## src/mme_pkg.sv

```systemverilog
`timescale 1ns / 1ps
// mme_pkg: shared types and constants of the matrix multiply engine.
// Depends on nothing; imported by every module of the block but mme_ram.
package mme_pkg;

  localparam int FRAC_BITS   = 16;
  localparam int DIM_W       = 4;
  localparam int VALUE_W     = 32;
  localparam int POS_W       = 3;
  localparam int QUEUE_DEPTH = 4;
  localparam int CFG_IDX_W   = 3;

  localparam logic [1:0] ACT_LOAD_A = 2'd0;
  localparam logic [1:0] ACT_LOAD_B = 2'd1;
  localparam logic [1:0] ACT_START  = 2'd2;

  localparam logic [CFG_IDX_W-1:0] REG_A_ROWS = 3'd0;
  localparam logic [CFG_IDX_W-1:0] REG_A_COLS = 3'd1;
  localparam logic [CFG_IDX_W-1:0] REG_B_ROWS = 3'd2;
  localparam logic [CFG_IDX_W-1:0] REG_B_COLS = 3'd3;
  localparam logic [CFG_IDX_W-1:0] REG_C_ROWS = 3'd4;
  localparam logic [CFG_IDX_W-1:0] REG_C_COLS = 3'd5;

  localparam logic [DIM_W-1:0] DIM_RESET = 4'd4;

  typedef struct packed {
    logic [1:0]                action;
    logic [POS_W-1:0]          row_index;
    logic [POS_W-1:0]          col_index;
    logic signed [VALUE_W-1:0] elem_value;
  } mme_in_t;

  typedef struct packed {
    logic [POS_W-1:0]          out_row;
    logic [POS_W-1:0]          out_col;
    logic signed [VALUE_W-1:0] product_value;
    logic                      dims_ok;
    logic                      last_elem;
  } mme_out_t;

  typedef enum logic [1:0] {
    KIND_LOAD_A,
    KIND_LOAD_B,
    KIND_RUN
  } mme_kind_t;

  // queued command: a load carries row/col/value, a run carries the dims
  typedef struct packed {
    mme_kind_t          kind;
    logic [POS_W-1:0]   row;
    logic [POS_W-1:0]   col;
    logic [VALUE_W-1:0] value;
    logic [DIM_W-1:0]   c_rows;
    logic [DIM_W-1:0]   c_cols;
    logic [DIM_W-1:0]   inner;
    logic               ok;
  } mme_cmd_t;

  // tag that travels down the multiply-accumulate pipeline
  typedef struct packed {
    logic             valid;
    logic             first;
    logic             last;
    logic             last_elem;
    logic             ok;
    logic             zero;
    logic [POS_W-1:0] row;
    logic [POS_W-1:0] col;
  } mme_tag_t;

endpackage

```

## src/mme_queue.sv

```systemverilog
`timescale 1ns / 1ps
// mme_queue: short command queue between front and back.
// Depends on mme_pkg.
module mme_queue (
  input  logic            clk,
  input  logic            rst,
  input  logic            push,
  input  mme_pkg::mme_cmd_t push_data,
  input  logic            pop,
  output mme_pkg::mme_cmd_t head,
  output logic            empty,
  output logic            full
);
  import mme_pkg::*;

  localparam int PTR_W = $clog2(QUEUE_DEPTH);

  mme_cmd_t           slots [QUEUE_DEPTH];
  logic [PTR_W-1:0]   wr_ptr;
  logic [PTR_W-1:0]   rd_ptr;
  logic [PTR_W:0]     count;

  assign empty = (count == '0);
  assign full  = (count == (PTR_W + 1)'(QUEUE_DEPTH));
  assign head  = slots[rd_ptr];

  always_ff @(posedge clk) begin
    if (push) begin
      slots[wr_ptr] <= push_data;
    end
  end

  always_ff @(posedge clk) begin
    if (rst) begin
      wr_ptr <= '0;
      rd_ptr <= '0;
      count  <= '0;
    end else begin
      if (push) wr_ptr <= wr_ptr + 1'b1;
      if (pop)  rd_ptr <= rd_ptr + 1'b1;
      if (push && !pop) begin
        count <= count + 1'b1;
      end else if (pop && !push) begin
        count <= count - 1'b1;
      end
    end
  end

endmodule

```

## config.mk

```make
export PLATFORM = sky130hd
export DESIGN_NAME = mme_queue
export DESIGN_NICKNAME = d
export VERILOG_FILES = /design/src/mme_pkg.sv /design/src/mme_queue.sv
export SDC_FILE = /design/constraint.sdc
export NUM_CORES = 1
export LEC_CHECK = 0
export BUFFER_PORTS_ARGS = -buffer_cell sky130_fd_sc_hd__buf_2
export CAP_MARGIN = 10
export CELL_PAD_IN_SITES_DETAIL_PLACEMENT = 0
export CELL_PAD_IN_SITES_GLOBAL_PLACEMENT = 1
export CORE_MARGIN = 1
export CORE_UTILIZATION = 56
export CTS_BUF_LIST = sky130_fd_sc_hd__clkbuf_2
export DETAILED_ROUTE_END_ITERATION = 8
export PLACE_DENSITY = 0.87
export SLEW_MARGIN = 20
export SYNTH_ARGS = -nofsm -noshare
export SYNTH_HDL_FRONTEND = slang
export SYNTH_SLANG_ARGS = --single-unit
```

## constraint.sdc

```tcl
create_clock -name clk -period 6.9 [get_ports clk]
set_clock_uncertainty 0.05 [all_clocks]
set_input_delay 1.035 -clock clk [delete_from_list [all_inputs] [get_ports clk]]
set_output_delay 1.035 -clock clk [all_outputs]
set_load 0.01 [all_outputs]
```

# Word-level counts from Yosys, hierarchy flattened

Memory sizes are Yosys's and may differ from the RTL's. A register that Yosys moved wholly into a read port is not among the register bits.
Cells that the tools add are included.

Bits in latches: 0
RAM bits: 212
ROM bits: 0
Register bits: 7
Word-level logic and storage cells: 21
Memories kept: 1

Equal/unequal tests: 1
Magnitude comparators: 0
$add $sub $neg: 4
Divide/modulo/power cells: 0
Reduce and logical (&&, ||, !) cells: 6
Shift-type cells: 0
Mux-type cells: 6
Bitwise gates (word level): 0
Multiply operators: 0

Memories:

| memory | depth | bits a word | rd ports | clocked after memory_dff | wr ports | line            | source |
|---|---|---|---|---|---|---|---|
| slots  | 4     | 53          | 1        | 1                        | 1        | mme_queue.sv:18 | `mme_cmd_t slots [QUEUE_DEPTH];` |

Operators by type and width:

| kind                                              | count |
|---|---|
| two-way mux 3 bit                                 | 2 |
| adder 2 x 1 -> 2 bit (second input constant)      | 2 |
| two-way mux 2 bit                                 | 2 |
| adder 3 x 1 -> 3 bit (second input constant)      | 1 |
| equality test 3 bit (second input constant)       | 1 |
| zero test 3 bit                                   | 1 |
| subtractor 3 x 1 -> 3 bit (second input constant) | 1 |
| logical AND 1 bit                                 | 2 |
| zero test 1 bit                                   | 2 |
| two-way mux 1 bit                                 | 2 |
| nonzero test 2 bit                                | 1 |

# Logic depth before layout (Yosys ltp)

Depth after elaboration: 4
Mapped depth: 7

# Least setup slack after synthesis

OpenSTA, ideal clock, no wires.

Kind: input port to flip-flop
From: in push
To: mem slots[0][0] in the netlist's numbering, enable pin
Setup slack: 4.138 ns
Library setup time: 0.416 ns
Required time: 6.434 ns
Stages: 1
Arrival time: 2.296 ns
Path through: and2_1

Word-level cells in the longest chain between the ends: 2

Ends and longest elaborated chain:

| item                                    | line            | source |
|---|---|---|
| start: declaration                      | mme_queue.sv:7  | `input logic push,` |
| two-way mux 1 bit                       | mme_queue.sv:28 | `if (push) begin` |
| two-way mux 1 bit (implied by the code) | mme_queue.sv:29 | `slots[wr_ptr] <= push_data;` |
| end: declaration                        | mme_queue.sv:18 |  |

No other way between the ends.

==> flow_summary.toml <==
[final_layout]
seq_area_um2 = 6550
syn2layout_area_growth_pct = 14.6
drive_above_1_share_pct = 49.9
insertedDiodeCount = 0
multi_input_comb_area_um2 = 1440
nNetsFinal = 542
fillers = 959
utilization_pct = 66.4

[sta]
tns_ps = 0
min_period_ps = 3570
max_slew_margin_pct = 48.3
setup_slack_ps = 3330
fmax_mhz = 280
setup_violations = 0
slew_viol_final = 0
worst_slew_pin_slew_ps = 775
hold_viol_final = 0
finalCritPeriodShare_pct = 51.8
rsz0062_at_grt = "no"

[clock_network]
cts_resized = 0
ctsHoldBuffers = 0
cts-root-buf = "clkbuf_2"
cts_inserted_buffers = 52
cts.sinks = 221
clk_path_buf_depth = 3
cts_tree = "yes"
clk_latency_ps = 750
post_cts_buffers = 0
clkTransAtPathRegs_ps = 110
htreeDepth = 2

[critical_path]
worst_path_max_delay_cell = "dfxtp_4"
critical-path-top-delay-family = "flip-flops"
worstSetupPathType = "flop to primary output"
startpoint_type = "flop"
path_max_fanout = 33
end_kind = "primary output"
critPathMaxStageDelay_ps = 650
cp.buffers_inverters = 2
cp.arrival_ps = 2490
cp_cell_sequence = "buf_16 -> mux4_1 -> buf_2"
cp_data_required_time_ps = 5810

[synth]
synth_nets = 384
syn-instance-count = 321
yosysSeqAreaShare_pct = 80.4
synth_top_cell_by_area = "edfxtp_1"
netlist_top_cells_area = "edfxtp_1 78%, mux4_2 14%, dfxtp_1 2.2%"
avgSynthCellArea_um2 = 25.4
yosysTopAreaCellShare_pct = 78.2
ys_types = 22
netlist_area_um2 = 8140
ys_warn_count = 0
synth_seq_cells = 221

[detailed_routing]
wl_per_cell_um = 19.2
drc = 0
dr_total_vias = 3837
dr.pass1.iters = 4
wirelength_um = 13500
detail-route-antenna-nets = 0
via_per_inst = 5.46
drtIter0Drc = 225

[place]
gp_congestion = 0.696
dp_slack_ps = 3840
place_hpwl_um = 7760
numPortBuffers = 111

[pwr]
ir_worst_vdd_mv = 0.160
power_density_nw_per_um2 = 282
power.leakage_nw = 3.31

[floorplan]
dieHeight_um = 123
placementRows = 43
io_pins = 112
fp.dieW_um = 123
core_um2 = 14000
initial_utilization_pct = 58.0
dieArea_um2 = 15000

[grt]
antenna_found_initial = 0
grt_overflow = 0
grt_pass1_vias = 4105
grt_pass1_wl_um = 20900
grt_usage_pct = 19.3
grt_max_degree = 54

[min_path]
min_path_type = "input pin to flop"

[outcome]
status = "complete, no violations"

[run]
maxCapViolCount = 0
metrics by stage:
step	hold slack (ps)	power, W	instances	cell area (um2)
after detailed placement	446	0.00187	604	8820
final	423	0.00263	703	9330
after global placement	431	0.00186	604	8820
after floorplan	416	0.00177	321	8140
after CTS	342	0.00267	702	9300
after global routing	327	0.00276	703	9330
worst reg2reg max path: stages (launching register included):
cell and delay, ps:
dfxtp_1 370, inv_1 90, ha_1 140, and2_2 460
buf_4 570
worst paths after layout:
| check | start | end | slack, ps | depth (start not counted) |
|---|---|---|---|---|
| worst max-delay path | flop | head[48] | 3330 | 3 |
| worst min-delay path | push_data[6] | slots[2][6] | 420 | 1 |
| worst max register to register | wr_ptr[1] | slots[1][49] | 4850 | 4 |
| worst min register to register | count[2] | count[2] | 460 | 2 |
synthesized netlist by cell type:
cell	instances
a21oi_1	1
nor3b_1	1
nor3_1	1
mux4_2	50
xor2_1	3
inv_1	4
edfxtp_1	212
xnor2_1	2
mux2i_1	2
clkbuf_1	2
ha_1	5
buf_2	5
buf_6	1
dfxtp_1	9
fa_1	1
mux4_1	3
or3_1	1
nand2_1	1
o21ai_0	1
nor2_1	7
buf_12	5
and2_1	4
registers in the layout, summed over array words and instances, names as in the netlist, named ones only:
signal / flops
count: 3
rd_ptr: 2
slots: 212
wr_ptr: 2
layout by cell type (no fill, tap or decap), types with 2 or more instances in the layout:
cell type	count
and2_2	4
buf_2	111
buf_4	5
clkbuf_2	85
clkinv_1	10
dfxtp_1	7
edfxtp_1	212
ha_1	5
inv_1	4
inv_2	2
mux2i_1	2
mux4_1	3
mux4_2	50
nor2_1	7
xnor2_1	2
xor2_1	3
logic make-up after synthesis:
family	Yosys count	share of synthesized area, %
multiplexers	55	15.0
adder cells (fa/ha/maj)	6	1.01
AO/OA/AOI/OAI	2	0.123
buffers and inverters	17	1.95
flip-flops	221	80.4
AND/OR/NAND/NOR	15	0.907
XOR/XNOR	5	0.538
routing by layer:
layer	routed length [um]	up-vias	track usage (%)
met5	0	-	0
met4	232	0	6.78
met3	984	25	6.55
met2	6760	137	31.5
met1	5530	1961	24.1
li1	-	1714	-
report_power, final:
group,switching (W),internal [W],leakage (nW),total (W)
Combinational,0.000140,0.000130,0.902,0.000270
Clock,0.000474,0.000323,0.381,0.000797
Sequential,0.0000261,0.00154,2.02,0.00156
Total,0.000640,0.00199,3.31,0.00263
final cells by class:
cell class                 instances  share of cell area, %
clock buffer                      85                   4.56
clock inverter                    13                  0.537
inverter                           4                  0.161
multi-input combinational         83                   15.4
sequential                       221                   70.2
tap                              180                   2.41
timing repair buffer             117                   6.65
Power figures use the tool's default switching activity.
