### src/mme_pkg.sv
`timescale 1ns / 1ps
// mme_pkg: shared types and constants of the matrix multiply engine.
// Depends on nothing; imported by every module of the block but mme_ram.
package mme_pkg;

  localparam int FRAC_BITS   = 16;
  localparam int DIM_W       = 4;
  localparam int VALUE_W     = 32;
  localparam int POS_W       = 3;
  localparam int QUEUE_DEPTH = 4;
  localparam int CFG_IDX_W   = 3;

  localparam logic [1:0] ACT_LOAD_A = 2'd0;
  localparam logic [1:0] ACT_LOAD_B = 2'd1;
  localparam logic [1:0] ACT_START  = 2'd2;

  localparam logic [CFG_IDX_W-1:0] REG_A_ROWS = 3'd0;
  localparam logic [CFG_IDX_W-1:0] REG_A_COLS = 3'd1;
  localparam logic [CFG_IDX_W-1:0] REG_B_ROWS = 3'd2;
  localparam logic [CFG_IDX_W-1:0] REG_B_COLS = 3'd3;
  localparam logic [CFG_IDX_W-1:0] REG_C_ROWS = 3'd4;
  localparam logic [CFG_IDX_W-1:0] REG_C_COLS = 3'd5;

  localparam logic [DIM_W-1:0] DIM_RESET = 4'd4;

  typedef struct packed {
    logic [1:0]                action;
    logic [POS_W-1:0]          row_index;
    logic [POS_W-1:0]          col_index;
    logic signed [VALUE_W-1:0] elem_value;
  } mme_in_t;

  typedef struct packed {
    logic [POS_W-1:0]          out_row;
    logic [POS_W-1:0]          out_col;
    logic signed [VALUE_W-1:0] product_value;
    logic                      dims_ok;
    logic                      last_elem;
  } mme_out_t;

  typedef enum logic [1:0] {
    KIND_LOAD_A,
    KIND_LOAD_B,
    KIND_RUN
  } mme_kind_t;

  // queued command: a load carries row/col/value, a run carries the dims
  typedef struct packed {
    mme_kind_t          kind;
    logic [POS_W-1:0]   row;
    logic [POS_W-1:0]   col;
    logic [VALUE_W-1:0] value;
    logic [DIM_W-1:0]   c_rows;
    logic [DIM_W-1:0]   c_cols;
    logic [DIM_W-1:0]   inner;
    logic               ok;
  } mme_cmd_t;

  // tag that travels down the multiply-accumulate pipeline
  typedef struct packed {
    logic             valid;
    logic             first;
    logic             last;
    logic             last_elem;
    logic             ok;
    logic             zero;
    logic [POS_W-1:0] row;
    logic [POS_W-1:0] col;
  } mme_tag_t;

endpackage

### src/mme_front.sv
`timescale 1ns / 1ps
// mme_front: dimension registers, item intake and classification into commands.
// Depends on mme_pkg.
module mme_front #(
  parameter int MAX_DIM = 8
) (
  input  logic                          clk,
  input  logic                          rst,
  input  logic                          start,
  input  mme_pkg::mme_in_t              item,
  input  logic                          q_full,
  output logic                          busy,
  input  logic                          cfg_valid,
  output logic                          cfg_ready,
  input  logic [mme_pkg::CFG_IDX_W-1:0] cfg_index,
  input  logic [mme_pkg::DIM_W-1:0]     cfg_data,
  output logic                          push,
  output mme_pkg::mme_cmd_t             cmd
);
  import mme_pkg::*;

  logic [DIM_W-1:0] a_rows, a_cols, b_rows, b_cols, c_rows, c_cols;
  logic [DIM_W-1:0] e_ar, e_ac, e_br, e_bc, e_cr, e_cc;
  logic             in_range;
  logic             keep;

  function automatic logic [DIM_W-1:0] eff_dim(input logic [DIM_W-1:0] v);
    return (v > DIM_W'(MAX_DIM)) ? DIM_W'(MAX_DIM) : v;
  endfunction

  assign cfg_ready = 1'b1;
  assign busy      = q_full;

  always_ff @(posedge clk) begin
    if (rst) begin
      a_rows <= DIM_RESET;
      a_cols <= DIM_RESET;
      b_rows <= DIM_RESET;
      b_cols <= DIM_RESET;
      c_rows <= DIM_RESET;
      c_cols <= DIM_RESET;
    end else if (cfg_valid && cfg_ready) begin
      case (cfg_index)
        REG_A_ROWS: a_rows <= cfg_data;
        REG_A_COLS: a_cols <= cfg_data;
        REG_B_ROWS: b_rows <= cfg_data;
        REG_B_COLS: b_cols <= cfg_data;
        REG_C_ROWS: c_rows <= cfg_data;
        REG_C_COLS: c_cols <= cfg_data;
        default: ;
      endcase
    end
  end

  assign e_ar = eff_dim(a_rows);
  assign e_ac = eff_dim(a_cols);
  assign e_br = eff_dim(b_rows);
  assign e_bc = eff_dim(b_cols);
  assign e_cr = eff_dim(c_rows);
  assign e_cc = eff_dim(c_cols);

  assign in_range = (int'(item.row_index) < MAX_DIM) && (int'(item.col_index) < MAX_DIM);

  always_comb begin
    cmd        = '0;
    cmd.row    = item.row_index;
    cmd.col    = item.col_index;
    cmd.value  = item.elem_value;
    cmd.c_rows = e_cr;
    cmd.c_cols = e_cc;
    cmd.inner  = e_br;
    cmd.ok     = (e_ac == e_br) && (e_cr == e_ar) && (e_cc == e_bc);
    keep       = 1'b0;
    unique case (item.action)
      ACT_LOAD_A: begin
        cmd.kind = KIND_LOAD_A;
        keep     = in_range;
      end
      ACT_LOAD_B: begin
        cmd.kind = KIND_LOAD_B;
        keep     = in_range;
      end
      ACT_START: begin
        cmd.kind = KIND_RUN;
        keep     = 1'b1;
      end
      default: begin
        cmd.kind = KIND_RUN;
        keep     = 1'b0;
      end
    endcase
  end

  assign push = start && !busy && keep;

endmodule

### config.mk
export PLATFORM = sky130hd
export DESIGN_NAME = mme_front
export DESIGN_NICKNAME = d
export VERILOG_FILES = /design/src/mme_pkg.sv /design/src/mme_front.sv
export SDC_FILE = /design/constraint.sdc
export NUM_CORES = 1
export LEC_CHECK = 0
export ABC_AREA = 1
export BUFFER_PORTS_ARGS = -buffer_cell sky130_fd_sc_hd__buf_2
export CORE_UTILIZATION = 32
export CTS_CLUSTER_SIZE = 24
export DETAILED_ROUTE_END_ITERATION = 8
export PLACE_DENSITY = 0.71
export SLEW_MARGIN = 20
export SYNTH_ARGS = -nofsm -noshare
export SYNTH_HDL_FRONTEND = slang
export SYNTH_SLANG_ARGS = --single-unit
### constraint.sdc
create_clock -name clk -period 1 [get_ports clk]
set_clock_uncertainty 0.05 [all_clocks]
set_input_delay 0 -clock clk [delete_from_list [all_inputs] [get_ports clk]]
set_output_delay 0 -clock clk [all_outputs]
set_load 0.03 [all_outputs]
After elaboration in Yosys (flattened, before gate mapping)
Index checks and enable logic that the tools add are counted.
{ "totals": {"regBits": 24, "inputBits": 52, "out_inout_bits": 56, "elab_cells": 44} }
{ "op_classes": {"magnitude_cmp": 6, "eq_ne": 10, "muxes": 8, "reduce_logical": 14} }
{ "ops": {"columns": ["cell", "count"], "rows": [
  ["> comparator 4 bit, second input constant", 6],
  ["two-way mux 4 bit", 6],
  ["equality test 4 bit", 3],
  ["AND reduction 2 bit", 6],
  ["equality test 3 x 2 -> 1 bit, second input constant", 2],
  ["equality test 3 bit, second input constant", 2],
  ["logical AND 1 bit", 4],
  ["one-hot mux 2 bit (2 select lines)", 1],
  ["equality test 3 x 1 -> 1 bit, second input constant", 1],
  ["logical NOT 3 bit", 1],
  ["OR reduction 3 bit", 1],
  ["equality test 2 x 1 -> 1 bit, second input constant", 1],
  ["equality test 2 bit, second input constant", 1],
  ["logical NOT 2 bit", 1],
  ["logical NOT 1 bit", 1],
  ["two-way mux 1 bit", 1]
]} }

Longest topological paths before layout
Gate-level depths: netlist of the first run.
{ "depth": {"ltp_word": 5, "depth_mapped": 9, "ltp_nobuf": 9} }

Worst setup path after synthesis of the first run
No wires, ideal clock.
{ "synth_timing": {"kind": "register -> output", "startpoint": "reg b_rows[3]", "endpoint": "out cmd[0] (netlist name)", "arrival_ns": 1.189, "t_required_ns": 0.950, "setup_slack_ns": -0.239, "stages_incl_launch_ff": 6, "cell_sequence": "dfxtp_1 or2_2 xnor2_1 nor2_1 nand2_1 nor2_2"} }
{ "synth_lines": {"columns": ["item", "line_no", "source"], "rows": [
  ["start, declared", "mme_front.sv:22", "logic [DIM_W-1:0] a_rows, a_cols, b_rows, b_cols, c_rows, c_cols;"],
  ["start signal, assigned", "mme_front.sv:46", "REG_B_ROWS: b_rows <= cfg_data;"],
  ["end, declared", "mme_front.sv:18", "output mme_pkg::mme_cmd_t cmd"]
]} }

==> impl_metrics.env, run 1 <==
export IMPL_status="finished with violations"
export IMPL_failed_checks="DRC, setup timing"
export IMPL_syn_nets=289
export IMPL_synth_distinct_cells=17
export IMPL_grtUsageTotal_pct=13.6
export IMPL_r2r_cells=3
export IMPL_finalCritPeriodShare_pct=153
export IMPL_clock_path_buffers=2
export IMPL_fmax_ghz=0.655
export IMPL_crit_path_start_kind="flip-flop"
export IMPL_grt_pass1_wl_mm=5.60
export IMPL_firstDrtPassIters=6
export IMPL_min_from="cfg_data[2]"
export IMPL_setup_ws_ns=-0.527
export IMPL_tritoncts="yes"
export IMPL_path_cells="nor2_1 > nand3_1 > nand2_1 > nand3_1 > nor2_1 > nand2_1 > nor2_4 > buf_6"
export IMPL_dieArea_mm2=0.00506
export IMPL_initial_utilization_pct=34.2
export IMPL_synth_warnings=0
export IMPL_rsz0062_at_grt="true"
export IMPL_stdcell_count=346
export IMPL_num_antenna_cells=0
export IMPL_clk_insertion_delay_late_ns=0.26
export IMPL_finalNetCount=347
export IMPL_slew_viol_final=0
export IMPL_numCtsBuffers=3
export IMPL_post_route_min_period_ns=1.53
export IMPL_crit_arrival_ns=1.48
export IMPL_hold_ws_ns=0.0235
export IMPL_setup_viol=10
export IMPL_ios=108
export IMPL_syn_to_final_growth_pct=54.6
export IMPL_hpwl_mm=2.41
export IMPL_yosysSeqAreaShare_pct=31.4
export IMPL_routedWlPerCell_um=10.6
export IMPL_cp_end_kind="output pin"
export IMPL_power_density_mw_per_mm2=1140
export IMPL_r2r_start="b_rows[2]$_SDFFE_PP1P_"
export IMPL_syn_area_per_cell_um2=6.45
export IMPL_die_height_um=71.1
export IMPL_reg2reg_slack_ns=0.18
export IMPL_cellLeakagePower_nw=1.15
export IMPL_cp_slowest_stage_delay_ns=0.37
export IMPL_h_tree_depth=1
export IMPL_setup_tns_ns=-1.87
export IMPL_die_w_um=71.1
export IMPL_io_buffer_count=30
export IMPL_viasPerCell=4.54
export IMPL_syn_inst=237
export IMPL_grt_max_degree=22
export IMPL_vias=1571
export IMPL_whs_path_depth=3
export IMPL_path_clk_slew_ns=0.09
export IMPL_core_area_mm2=0.00447
export IMPL_whs_endpoint="c_cols[2]$_SDFFE_PP1P_"
export IMPL_num_rows=24
export IMPL_layout_drive_gt1_share_pct=35.7
export IMPL_synth_area_mm2=0.00153
export IMPL_r2r_end="b_rows[2]$_SDFFE_PP1P_"
export IMPL_dp_cells=301
export IMPL_gp_congestion=0.834
export IMPL_worstSetupPathType="reg -> out"
export IMPL_hp_class="in -> reg"
export IMPL_drc_errors=12
export IMPL_cts_root_buffer="clkbuf_8"
export IMPL_worstPathMaxFanout=5
export IMPL_wl_mm=3.68
export IMPL_ys_ff_latch=24
export IMPL_critPathRequiredTime_ns=0.95
export IMPL_crit_path_top_delay_cell="dfxtp_4"
export IMPL_drtIter0Drc=75
export IMPL_cts_num_sinks=24
export IMPL_cap_violations=0
export IMPL_startpoint="c_rows[3]$_SDFFE_PP0P_"
export IMPL_finalCoreUtilization_pct=52.8
export IMPL_peakVddDrop_mv=1.00
export IMPL_antenna_found_initial=0
export IMPL_ant_nets=0
export IMPL_hold_viol_final=0
export IMPL_grt_overflow=0
export IMPL_grt_pass1_vias=1386
[cells in the final DEF (no fill, tap or decap)]
| master | n |
|---|---|
| inv_1 | 21 |
| nand3_1 | 9 |
| dlygate4sd3_1 | 41 |
| nor2_1 | 29 |
| xor2_1 | 2 |
| clkbuf_8 | 3 |
| conb_1 | 1 |
| dfxtp_1 | 13 |
| xnor2_1 | 1 |
| nor2_4 | 6 |
| or2_4 | 3 |
| bufinv_16 | 1 |
| nand3_2 | 1 |
| a21oi_1 | 11 |
| clkbuf_16 | 1 |
| nor2_2 | 2 |
| buf_4 | 17 |
| o211ai_1 | 5 |
| buf_6 | 23 |
| dfxtp_4 | 3 |
| buf_2 | 16 |
| nand2_1 | 39 |
| nand2_4 | 1 |
| nand2_2 | 6 |
| o21ai_0 | 17 |
| inv_4 | 1 |
| dfxtp_2 | 8 |
| inv_2 | 12 |
| buf_12 | 1 |
[layer usage]
metal	wire length (um)	GRT usage, %	share of wire [%]
met5	0	0	0
met4	14	2.67	0.38
met3	243	2.71	6.6
met2	1900	26.5	51
met1	1530	15.1	42
[state kept, by name, summed over array words and instances (netlist names)]
name    count
b_rows      4
c_cols      4
b_cols      4
a_rows      4
a_cols      4
c_rows      4
[stage by stage]
| step | cell area, um^2 | setup WS, ns | power (mW) |
|---|---|---|---|
| 2_1_floorplan | 1540 | -0.125 | 1.59 |
| 3_3_place_gp | 1660 | -0.274 | 1.47 |
| 3_5_place_dp | 1660 | -0.280 | 1.47 |
| 4_1_cts | 2260 | -0.498 | 2.68 |
| 5_1_grt | 2360 | -0.600 | 2.81 |
| 6_report | 2360 | -0.527 | 2.69 |
[worst max-delay path: cells and delay by family (launching register included)]
family,cells,cell delay (ns)
and+or+nand+nor,7,0.70
DFF,1,0.37
buffers and inverters,1,0.14
[synth_stat cells]
cell      count  share of area, %
a21oi_1      11               3.6
buf_4        40                20
clkbuf_1      6               1.5
conb_1        1              0.25
dfxtp_1      24                31
inv_1        34               8.3
nand2_1      46                11
nand3_1      10               3.3
nor2_1       35               8.6
nor2_2        1              0.41
nor2_4        1              0.74
o211ai_1      5               2.5
o21ai_0      17               5.6
or2_1         1              0.41
or2_2         2              0.82
xnor2_1       1              0.57
xor2_1        2               1.1
[final cells by class]
type | instances | area (um^2)
timing repair buffer | 99 | 922
fill | 418 | 2110
multi-input combinational | 133 | 673
clock inverter | 1 | 30.0
clock buffer | 3 | 41.3
inverter | 34 | 130
sequential | 24 | 502
tap | 52 | 65.1
[where the power goes]
part	total (mW)	internal [mW]	switching, mW
Sequential	1.01	0.985	0.0255
Clock	0.848	0.535	0.313
Combinational	0.835	0.346	0.488
Total	2.69	1.87	0.827
[worst max-delay path by stage]
stage | end | cells past startpoint
after floorplan | cmd[0] | 6
after global placement | cmd[0] | 7
after CTS | cmd[0] | 6
final | cmd[0] | 8
after detailed placement | cmd[0] | 7
after global routing | cmd[0] | 8
[timing repair]
item / in CTS / in global routing
hold endpoints to repair: 41 / 0
pin swaps: 5 / 8
gates cloned: 0 / 1
hold buffers: 41 / 0
setup buffers: 1 / 2
resized for setup: 55 / 29
endpoints found under the setup margin: 13 / 24
[logic make-up after synthesis]
family,count (synthesis),share of synthesized area [%]
flip-flops,24,31.4
AO/OA/AOI/OAI,33,11.6
XOR/XNOR,3,1.72
other,1,0.245
AND/OR/NAND/NOR,96,25.5
buffers and inverters,80,29.5
Power figures use the tool's default switching activity.
==> inputs of run 2 (changes only) <==
Settings changed: ABC_AREA 1 to not set.
==> run 2 against run 1 <==
  * Fmax fell by 6.9%
  * First-iteration DRC count fell by 13%
  * The flow still finishes with violations (DRC, setup timing)
  * Critical path type unchanged
  * Worst hold slack improved by 0.0040 ns
  * Worst setup slack got worse by 0.11 ns
  * Flip-flop and latch count did not move
  * Die area fell by 0.88%
  * Sequential share of layout area rose by 1.5 points
==> impl_metrics.env, run 2 <==
export IMPL_synthMostInstantiatedCell="buf_4"
export IMPL_hp_class="in -> reg"
export IMPL_fmax_ghz=0.610
export IMPL_cp_slowest_stage_delay_ns=0.33
export IMPL_syn_inst=166
export IMPL_yosys_top_cells_area="dfxtp_1 32%, buf_4 20%, mux2i_1 12%, nor2b_1 5.4%, nor2_1 5.0%"
export IMPL_r2r_start="c_rows[3]$_SDFFE_PP0P_"
export IMPL_numCtsBuffers=3
export IMPL_wl_mm=3.29
export IMPL_intPower_mw=1.63
export IMPL_layout_drive_gt1_share_pct=38.0
export IMPL_path_clk_slew_ns=0.09
export IMPL_ios=108
export IMPL_crit_path_top_delay_cell="dfxtp_2"
export IMPL_grtUsageTotal_pct=12.8
export IMPL_routedWlPerCell_um=12.4
export IMPL_cap_violations=0
export IMPL_synth_warnings=0
export IMPL_synthXorXnorAreaFrac_pct=5.20
export IMPL_drtIter0Drc=65
export IMPL_syn_area_per_cell_um2=9.13
export IMPL_die_height_um=70.8
export IMPL_layout_common_cells="38 x dlygate4sd3_1, 21 x buf_6, 20 x nor2_1"
export IMPL_post_route_min_period_ns=1.64
export IMPL_core_area_mm2=0.00444
export IMPL_min_from="cfg_data[1]"
export IMPL_syn_to_final_growth_pct=45.3
export IMPL_grt_pass1_vias=1113
export IMPL_synth_compound_area_share_pct=4.95
export IMPL_synth_simple_area_share_pct=22.7
export IMPL_synth_distinct_cells=24
export IMPL_tritoncts="yes"
export IMPL_synth_top_area_share_pct=31.7
export IMPL_mostFrequentLayoutCell="dlygate4sd3_1"
export IMPL_vias=1237
export IMPL_slew_viol_final=0
export IMPL_viasPerCell=4.67
export IMPL_firstDrtPassIters=8
export IMPL_grt_overflow=0
export IMPL_rsz0062_at_grt="true"
export IMPL_crit_arrival_ns=1.59
export IMPL_finalCritPeriodShare_pct=164
export IMPL_gp_congestion=0.775
export IMPL_drc_errors=20
export IMPL_antenna_found_initial=0
export IMPL_critical_path_top_delay_family="simple AND/OR/NAND/NOR gates"
export IMPL_startpoint="c_rows[2]$_SDFFE_PP1P_"
export IMPL_pwr_share_seq_pct=41.8
export IMPL_cts_root_buffer="clkbuf_8"
export IMPL_synth_edf_count=0
export IMPL_ant_nets=0
export IMPL_num_antenna_cells=0
export IMPL_ys_flop_type="dfxtp_1"
export IMPL_grt_max_degree=25
export IMPL_initial_utilization_pct=34.1
export IMPL_failed_checks="DRC, setup timing"
export IMPL_synth_top_family_by_area="buffers and inverters"
export IMPL_num_rows=24
export IMPL_cellLeakagePower_nw=0.967
export IMPL_combPwrFrac_pct=30.0
export IMPL_finalNetCount=266
export IMPL_grt_pass1_wl_mm=5.11
export IMPL_cts_num_sinks=24
export IMPL_worstSetupPathType="reg -> out"
export IMPL_ys_ff_latch=24
export IMPL_clk_insertion_delay_late_ns=0.27
export IMPL_h_tree_depth=1
export IMPL_dieArea_mm2=0.00501
export IMPL_p_clk_share_pct=28.2
export IMPL_setup_ws_ns=-0.640
export IMPL_p_switching_uw=743
export IMPL_synth_area_mm2=0.00152
export IMPL_p_total_mw=2.38
export IMPL_cp_end_kind="output pin"
export IMPL_clock_path_buffers=2
export IMPL_power_density_mw_per_mm2=1080
export IMPL_preCtsSetupSlack_ns=-0.395
export IMPL_path_cells="xor2_1 > or3_1 > a22oi_1 > and3_4 > buf_6"
export IMPL_synth_top_cell_by_area="dfxtp_1"
export IMPL_setup_viol=9
export IMPL_setup_tns_ns=-1.30
export IMPL_muxShareOfSynthArea_pct=11.9
export IMPL_status="finished with violations"
export IMPL_synth_common_cells="40 x buf_4, 24 x dfxtp_1, 20 x nor2_1, 18 x mux2i_1, 13 x nor2b_1"
export IMPL_die_w_um=70.8
export IMPL_syn_nets=218
export IMPL_critPathBufInv=1
export IMPL_hold_viol_final=0
export IMPL_swShare_pct=31.3
export IMPL_io_buffer_count=30
export IMPL_worstPathMaxFanout=2
export IMPL_peakVddDrop_mv=0.642
export IMPL_synthAdderAreaFrac_pct=0
export IMPL_yosysSeqAreaShare_pct=31.7
export IMPL_critPathRequiredTime_ns=0.95
export IMPL_synthArstFlopShare_pct=0
export IMPL_reg2reg_slack_ns=0.04
export IMPL_hpwl_mm=2.22
export IMPL_crit_path_start_kind="flip-flop"
==> run 2: cell types whose count changed after synthesis, sizes merged, moves of 6 or more <==
cell	delta
nand3	-10
o21ai	-17
a21oi	-11
nand2b	+6
a211o	+6
mux2i	+18
nor2	-17
nor2b	+14
inv	-32
nand2	-42
==> run 2: final cells by class <==
cell class / instances / area (um^2)
fill: 403 / 2240
timing repair buffer: 91 / 822
multi-input combinational: 92 / 752
sequential: 24 / 500
tap: 52 / 65.1
clock buffer: 4 / 55.1
inverter: 2 / 7.51
==> run 2: per-layer routing <==
layer	global-route usage (%)	vias up	share of wire, %
li1	-	600	-
met1	16.0	563	42
met2	22.3	72	49
met3	3.70	2	9.0
met4	2.00	0	0.43
met5	0	-	0
==> run 2: what timing repair did <==
action / 4_1_cts / 5_1_grt
buffers inserted: 2 / 5
hold buffers: 39 / 0
pin swaps: 0 / 2
endpoints found under the setup margin: 13 / 16
gates resized for setup: 38 / 16
hold endpoints to repair: 42 / 0
==> run 2: logic make-up after synthesis <==
kind of cell	after synthesis
other	1
AOI/OAI and AO/OA	9
DFF	24
muxes	18
xor gates and xnor gates	9
buffers and inverters	50
and+or+nand+nor	55
==> run 2: worst register-to-register path: cells and delay by family (launching register included) <==
kind	cells	cell delay, ns
buffers and inverters	2	0.23
multiplexers	1	0.13
flip-flops	1	0.38
AND/OR/NAND/NOR	1	0.05
==> run 2: path summary, 6_finish.rpt <==
path	to	cells past startpoint
max	cmd[0]	5
min	a_rows[1]$_SDFFE_PP0P_	3
min reg2reg	b_cols[2]$_SDFFE_PP1P_	1
max reg2reg	c_rows[3]$_SDFFE_PP0P_	4
==> run 2: stage by stage <==
step | instances | area, um^2 | util [%] | hold WS [ns]
final | 265 | 2200 | 49.5 | 0.0276
after global routing | 265 | 2200 | 49.5 | 0.0535
after CTS | 265 | 2170 | 48.7 | 0.0238
after detailed placement | 221 | 1600 | 35.9 | -0.0498
after global placement | 221 | 1600 | 35.9 | -0.0498
after floorplan | 166 | 1570 | - | 0.0444
==> run 2: power groups by stage <==
stage	registers [mW]	clock network (mW)	logic, mW
final	0.993	0.670	0.714
after global routing	0.998	0.711	0.750
after CTS	0.993	0.686	0.708
after detailed placement	1.02	0	0.369
after global placement	1.02	0	0.366
after floorplan	1.02	0	0.517
